[config.mk]
export PLATFORM = sky130hd
export DESIGN_NAME = tarp_rate_div
export DESIGN_NICKNAME = d
export VERILOG_FILES = /design/src/rtl/tarp_pkg.sv /design/src/rtl/tarp_rate_div.sv
export SDC_FILE = /design/constraint.sdc
export NUM_CORES = 1
export LEC_CHECK = 0
export ABC_CLOCK_PERIOD_IN_PS = 10500
export BUFFER_PORTS_ARGS = -buffer_cell sky130_fd_sc_hd__buf_2
export CAP_MARGIN = 25
export CORE_MARGIN = 5
export CORE_UTILIZATION = 60
export DETAILED_ROUTE_END_ITERATION = 16
export GPL_TIMING_DRIVEN = 0
export HOLD_SLACK_MARGIN = 0.02
export PLACE_DENSITY = 0.8
export SYNTH_ARGS = -nofsm -noshare
export SYNTH_HDL_FRONTEND = slang
export SYNTH_SLANG_ARGS = --single-unit
[constraint.sdc]
create_clock -name clk -period 10.5 [get_ports clk]
set_clock_uncertainty 0.2 [all_clocks]
set_input_delay 2.1 -clock clk [delete_from_list [all_inputs] [get_ports clk]]
set_output_delay 2.1 -clock clk [all_outputs]
set_load 0.01 [all_outputs]
[src/rtl/tarp_pkg.sv]
// Shared types and constants for the route player.
package tarp_pkg;
  localparam int ROUTE_DEPTH_DEF = 256;
  localparam int PULSE_BITS_DEF  = 24;
  localparam logic [15:0] MIN_RATE = 16'd10;
  localparam logic [15:0] MAX_RATE = 16'hFFFF;

  localparam logic [2:0] REQ_TICK  = 3'd0;
  localparam logic [2:0] REQ_ADD   = 3'd1;
  localparam logic [2:0] REQ_CLEAR = 3'd2;
  localparam logic [2:0] REQ_START = 3'd3;
  localparam logic [2:0] REQ_STOP  = 3'd4;

  localparam logic [2:0] CFG_BASE   = 3'd0;
  localparam logic [2:0] CFG_RHOME  = 3'd1;
  localparam logic [2:0] CFG_LOOP   = 3'd2;
  localparam logic [2:0] CFG_MIRROR = 3'd3;
  localparam logic [2:0] CFG_LIMIT  = 3'd4;
  localparam logic [2:0] CFG_HOMEX  = 3'd5;
  localparam logic [2:0] CFG_HOMEY  = 3'd6;
  localparam logic [2:0] CFG_HOMEZ  = 3'd7;

  typedef struct packed {
    logic [2:0]                req_type;
    logic                      motors_done;
    logic [PULSE_BITS_DEF-1:0] now_x;
    logic [PULSE_BITS_DEF-1:0] now_y;
    logic [PULSE_BITS_DEF-1:0] now_z;
    logic [PULSE_BITS_DEF-1:0] point_x;
    logic [PULSE_BITS_DEF-1:0] point_y;
    logic [PULSE_BITS_DEF-1:0] point_z;
  } in_word_t;

  typedef struct packed {
    logic                      move_valid;
    logic [PULSE_BITS_DEF-1:0] target_x;
    logic [PULSE_BITS_DEF-1:0] target_y;
    logic [PULSE_BITS_DEF-1:0] target_z;
    logic [15:0]               rate_x;
    logic [15:0]               rate_y;
    logic [15:0]               rate_z;
    logic                      add_refused;
    logic                      running;
    logic                      last;
  } out_word_t;

  // divider control between the sequencer and the rate unit
  typedef struct packed {
    logic start;
    logic busy;
    logic done;
  } div_ctl_t;
endpackage

[src/rtl/tarp_rate_div.sv]
// Bit-serial rate unit: q = sat(num*base/den), one quotient bit per cycle in the divide phase.
module tarp_rate_div import tarp_pkg::*; #(
  parameter int PB = PULSE_BITS_DEF
) (
  input  logic          clk,
  input  logic          rst,
  input  logic          start,
  input  logic [PB-1:0] num,
  input  logic [PB-1:0] den,
  input  logic [15:0]   base,
  output div_ctl_t      ctl,
  output logic [15:0]   q
);
  localparam int NW = PB + 16;
  localparam int CW = $clog2(NW + 1);
  // product built by shift-add over the 16 bits of base, then restoring division
  logic [NW-1:0] prod, quo;
  logic [PB:0]   rem;
  logic [15:0]   mb;
  logic [PB-1:0] dn;
  logic [CW-1:0] cnt;
  logic          mul_ph, busy, done;
  logic [PB:0]   trial;

  assign trial = {rem[PB-1:0], quo[NW-1]} - {1'b0, dn};

  always_ff @(posedge clk) begin
    done <= 1'b0;
    if (rst) begin
      busy <= 1'b0;
      mul_ph <= 1'b0;
    end else if (start) begin
      busy <= 1'b1;
      mul_ph <= 1'b1;
      prod <= '0;
      mb <= base;
      dn <= den;
      quo <= NW'(num);
      cnt <= CW'(16);
    end else if (busy && mul_ph) begin
      // prod = prod*2 + (msb of mb ? num : 0), num held in quo low bits;
      // mb rotates so it holds base again when the multiply phase ends
      prod <= {prod[NW-2:0], 1'b0} + (mb[15] ? quo : '0);
      mb <= {mb[14:0], mb[15]};
      cnt <= cnt - 1'b1;
      if (cnt == CW'(1)) begin
        mul_ph <= 1'b0;
        cnt <= CW'(NW);
        rem <= '0;
      end
    end else if (busy) begin
      if (cnt == CW'(NW)) begin
        quo <= prod;
        cnt <= cnt - 1'b1;
      end else begin
        if (!trial[PB]) begin
          rem <= trial;
          quo <= {quo[NW-2:0], 1'b1};
        end else begin
          rem <= {rem[PB-1:0], quo[NW-1]};
          quo <= {quo[NW-2:0], 1'b0};
        end
        if (cnt == '0) begin
          busy <= 1'b0;
          done <= 1'b1;
        end else cnt <= cnt - 1'b1;
      end
    end
  end

  // cnt counts NW-1 .. 0 for NW steps; quo holds quotient after last
  logic [15:0] qs;
  always_comb begin
    if (dn == '0) qs = mb;
    else if (|quo[NW-1:16]) qs = MAX_RATE;
    else qs = quo[15:0];
    q = (qs < MIN_RATE) ? MIN_RATE : qs;
  end
  assign ctl = '{start: start, busy: busy, done: done};
endmodule

==> run metrics <==
status finished, final reports clean; final period utilization 0.555; CTS Sinks 153; syn_nets approximately 1200; post-cts hold buffer count 0; Storage cell area 4560 sq um; Ys Warns 0; Worst setup EP type output pin; Clock Latency Late Sink 0.43 ns; count of cell types in the netlist 69; cell taking the most area after synthesis edfxtp_1; Placed Area 11000 sq um; number of setup violations in the final report 0; end point of the critical path q[2]; CTS tree done; count of filler cells inserted in the layout 1216; CTS Buffer Depth 2; Worst VDD drop 0.138 mV; vias in the first global route 8324; Critical Path Fanout Max 10; commonest cells in the netlist edfxtp_1 (150), nand2_1 (105), a21oi_1 (84), nor2_1 (84), ha_1 (65); Mean Syn Cell Area 9.89 sq um; Int Pwr about 1.3 mW; Worst R2R Setup Slack 6.29 ns; EDFF count, synth 150; nets 1275; # IOs 86; Psw 490 uW; register area share after synthesis 0.446; Die ar. approximately 20000 sq um; Yosys reg bits 153; achievable clock frequency 172 MHz; HPWL Detailed ~19 mm; first-pass GRT wire length 42.6 mm; # H-tree levels 4; Clk pwr share 0.399; initial DRC count between 700 and 800; Hold Vio Cnt, Final 0; Mapped Cells 1034; cell area after synthesis about 10000 sq um; arrival time at the worst endpoint around 3.5 ns; root buf cell clkbuf_16; IO Port Bufs 84; Reg-to-Reg Start mb[15]; top cells by area, synth edfxtp_1 (44%), ha_1 (8.0%), a21oi_1 (4.1%); Post-DRT Antenna Nets 0; sw frac 0.267; CP Class reg -> out; Rows 47; largest net degree at the start of global routing 29; count leader, synth edfxtp_1; Worst Setup Start Kind register; critical path required time about 8.2 ns; Routed WL 26.1 mm; commonest register cell after synthesis edfxtp_1; synthesis-to-layout area growth 14.8%; die width 141 microns; Tightest Hold Check Type reg -> reg; TritonRoute pass-1 iters 5; vias per inst 6.15; Final Cell Area 11700 sq um; DR WL/cell around 19 microns; max-cap viol count 0; CP startpoint quo[24]; actual slew at the worst max-slew pin 1.01 ns; LEAKAGE 4.77 nW; placer congestion estimate between 0.9 and 1; Async SR Flop Fraction 0; clock transition at the registers of the reported paths 0.06 ns; reg2reg path depth 14; grt ovf 0; GRT Overall Usage 0.267; Post-CTS Setup Bufs 0; initial antenna violation count 0; post-cts gate resize count 0; core box area 16600 sq um; share of layout cells above drive strength 1 0.142; overall power 1.83 mW; fin crit period 5.83 ns; die height 141 microns; Initial Util 0.615; Pins Over Slew Limit 0; setup TNS 0 ns; Gate power share 0.188; DRC viols 0; area share of the largest cell type after synthesis 0.440; Multi-input gate area between 5000 and 6000 sq um; Num CTS Buffers 17; Pwr Density 156 nW/um^2; Worst R2R End prod[39]; Slew headroom 0.328; Reg power frac 0.413; Inserted Diodes 0; RSZ-0062 raised after global routing false; vias 8449
-- final cells by class --
type,count,share of cell area
Clock buffer,17,0.0362
Buffer,46,0.0168
Multi-Input combinational cell,791,0.455
Sequential cell,153,0.389
Tap cell,220,0.0234
Timing Repair Buffer,88,0.0428
Inverter,44,0.0141
Clock inverter,15,0.0230
-- per-stage QoR --
| stage | setup WS [ns] | hold WS, ns | util | cells |
|---|---|---|---|---|
| after global routing | 4.53 | 0.385 | 0.705 | 1374 |
| final | 4.67 | 0.343 | 0.705 | 1374 |
| after detailed placement | 5.18 | 0.337 | 0.664 | 1342 |
| after floorplan | 4.54 | 0.289 | - | 1034 |
| after global placement | 2.69 | 0.317 | 0.656 | 1338 |
| after CTS | 4.70 | 0.346 | 0.705 | 1374 |
-- kinds of logic (layout without fill, tap and decap cells) --
kind of cell,after synthesis,count (layout),share of synthesized area
simple gates,347,347,0.164
compound gates,267,267,0.166
flops,153,153,0.446
buf+inv,90,210,0.0355
fa+ha+maj,67,67,0.0834
mux,58,58,0.0592
xor+xnor,52,52,0.0453
-- flip-flops by register name, indices dropped and copies added, names as in the netlist --
register	count
prod	40
quo	40
dn	24
rem	24
mb	16
cnt	6
busy	1
done	1
mul_ph	1
-- placed cells by master (no fill, tap or decap), types with 12 or more instances in the layout --
cell type | synthesis | routed
nand2_1 | 105 | 105
xnor2_1 | 28 | 28
mux2_2 | 16 | 16
xor2_1 | 23 | 23
clkbuf_16 | 0 | 17
inv_1 | 44 | 44
o21ai_0 | 52 | 52
clkbuf_1 | 36 | 36
nor4_1 | 14 | 14
mux2i_1 | 41 | 41
nand4_1 | 14 | 14
and2_1 | 40 | 40
buf_2 | 2 | 86
nand3_1 | 17 | 17
o22a_1 | 12 | 12
ha_1 | 65 | 65
nor3_1 | 20 | 20
edfxtp_1 | 150 | 150
a21oi_1 | 84 | 81
nor2_1 | 84 | 83
a21o_1 | 35 | 35
-- layer usage --
metal	global-route usage	up-vias	routed length [microns]
li1	-	4014	-
met1	0.372	4060	11400
met2	0.439	337	12400
met3	0.0423	38	1940
met4	0.0668	0	359
met5	0	-	0
-- power by group through the flow --
stage	Sequential [mW]	Combinational [mW]	Clock (mW)
floorplan	0.756	0.253	0
global placement	0.769	0.319	0
detailed placement	0.766	0.333	0
CTS	0.755	0.340	0.731
global route	0.759	0.381	0.762
finish	0.756	0.344	0.731
-- worst min-delay path by stage --
stage / endpoint / cells after the start / slack [ns] / from
final: mul_ph / 2 / 0.34 / mul_ph
after global routing: mul_ph / 2 / 0.39 / mul_ph
after CTS: mul_ph / 2 / 0.35 / mul_ph
after detailed placement: mul_ph / 2 / 0.34 / mul_ph
after global placement: done / 2 / 0.32 / busy
after floorplan: done / 2 / 0.29 / busy
-- worst max-delay path: stages (launching register included) --
cell,delay [ns]
edfxtp_1,0.45
nor4_1,0.57
and4_1,0.28
nand3_1,0.26
nand2b_1,0.32
buf_2,0.23
o22a_1,0.22
nor4_1,0.18
nand4_1,0.24
o211a_1,0.21
buf_2,0.14
Note: power is estimated with default switching activity, not from simulation.
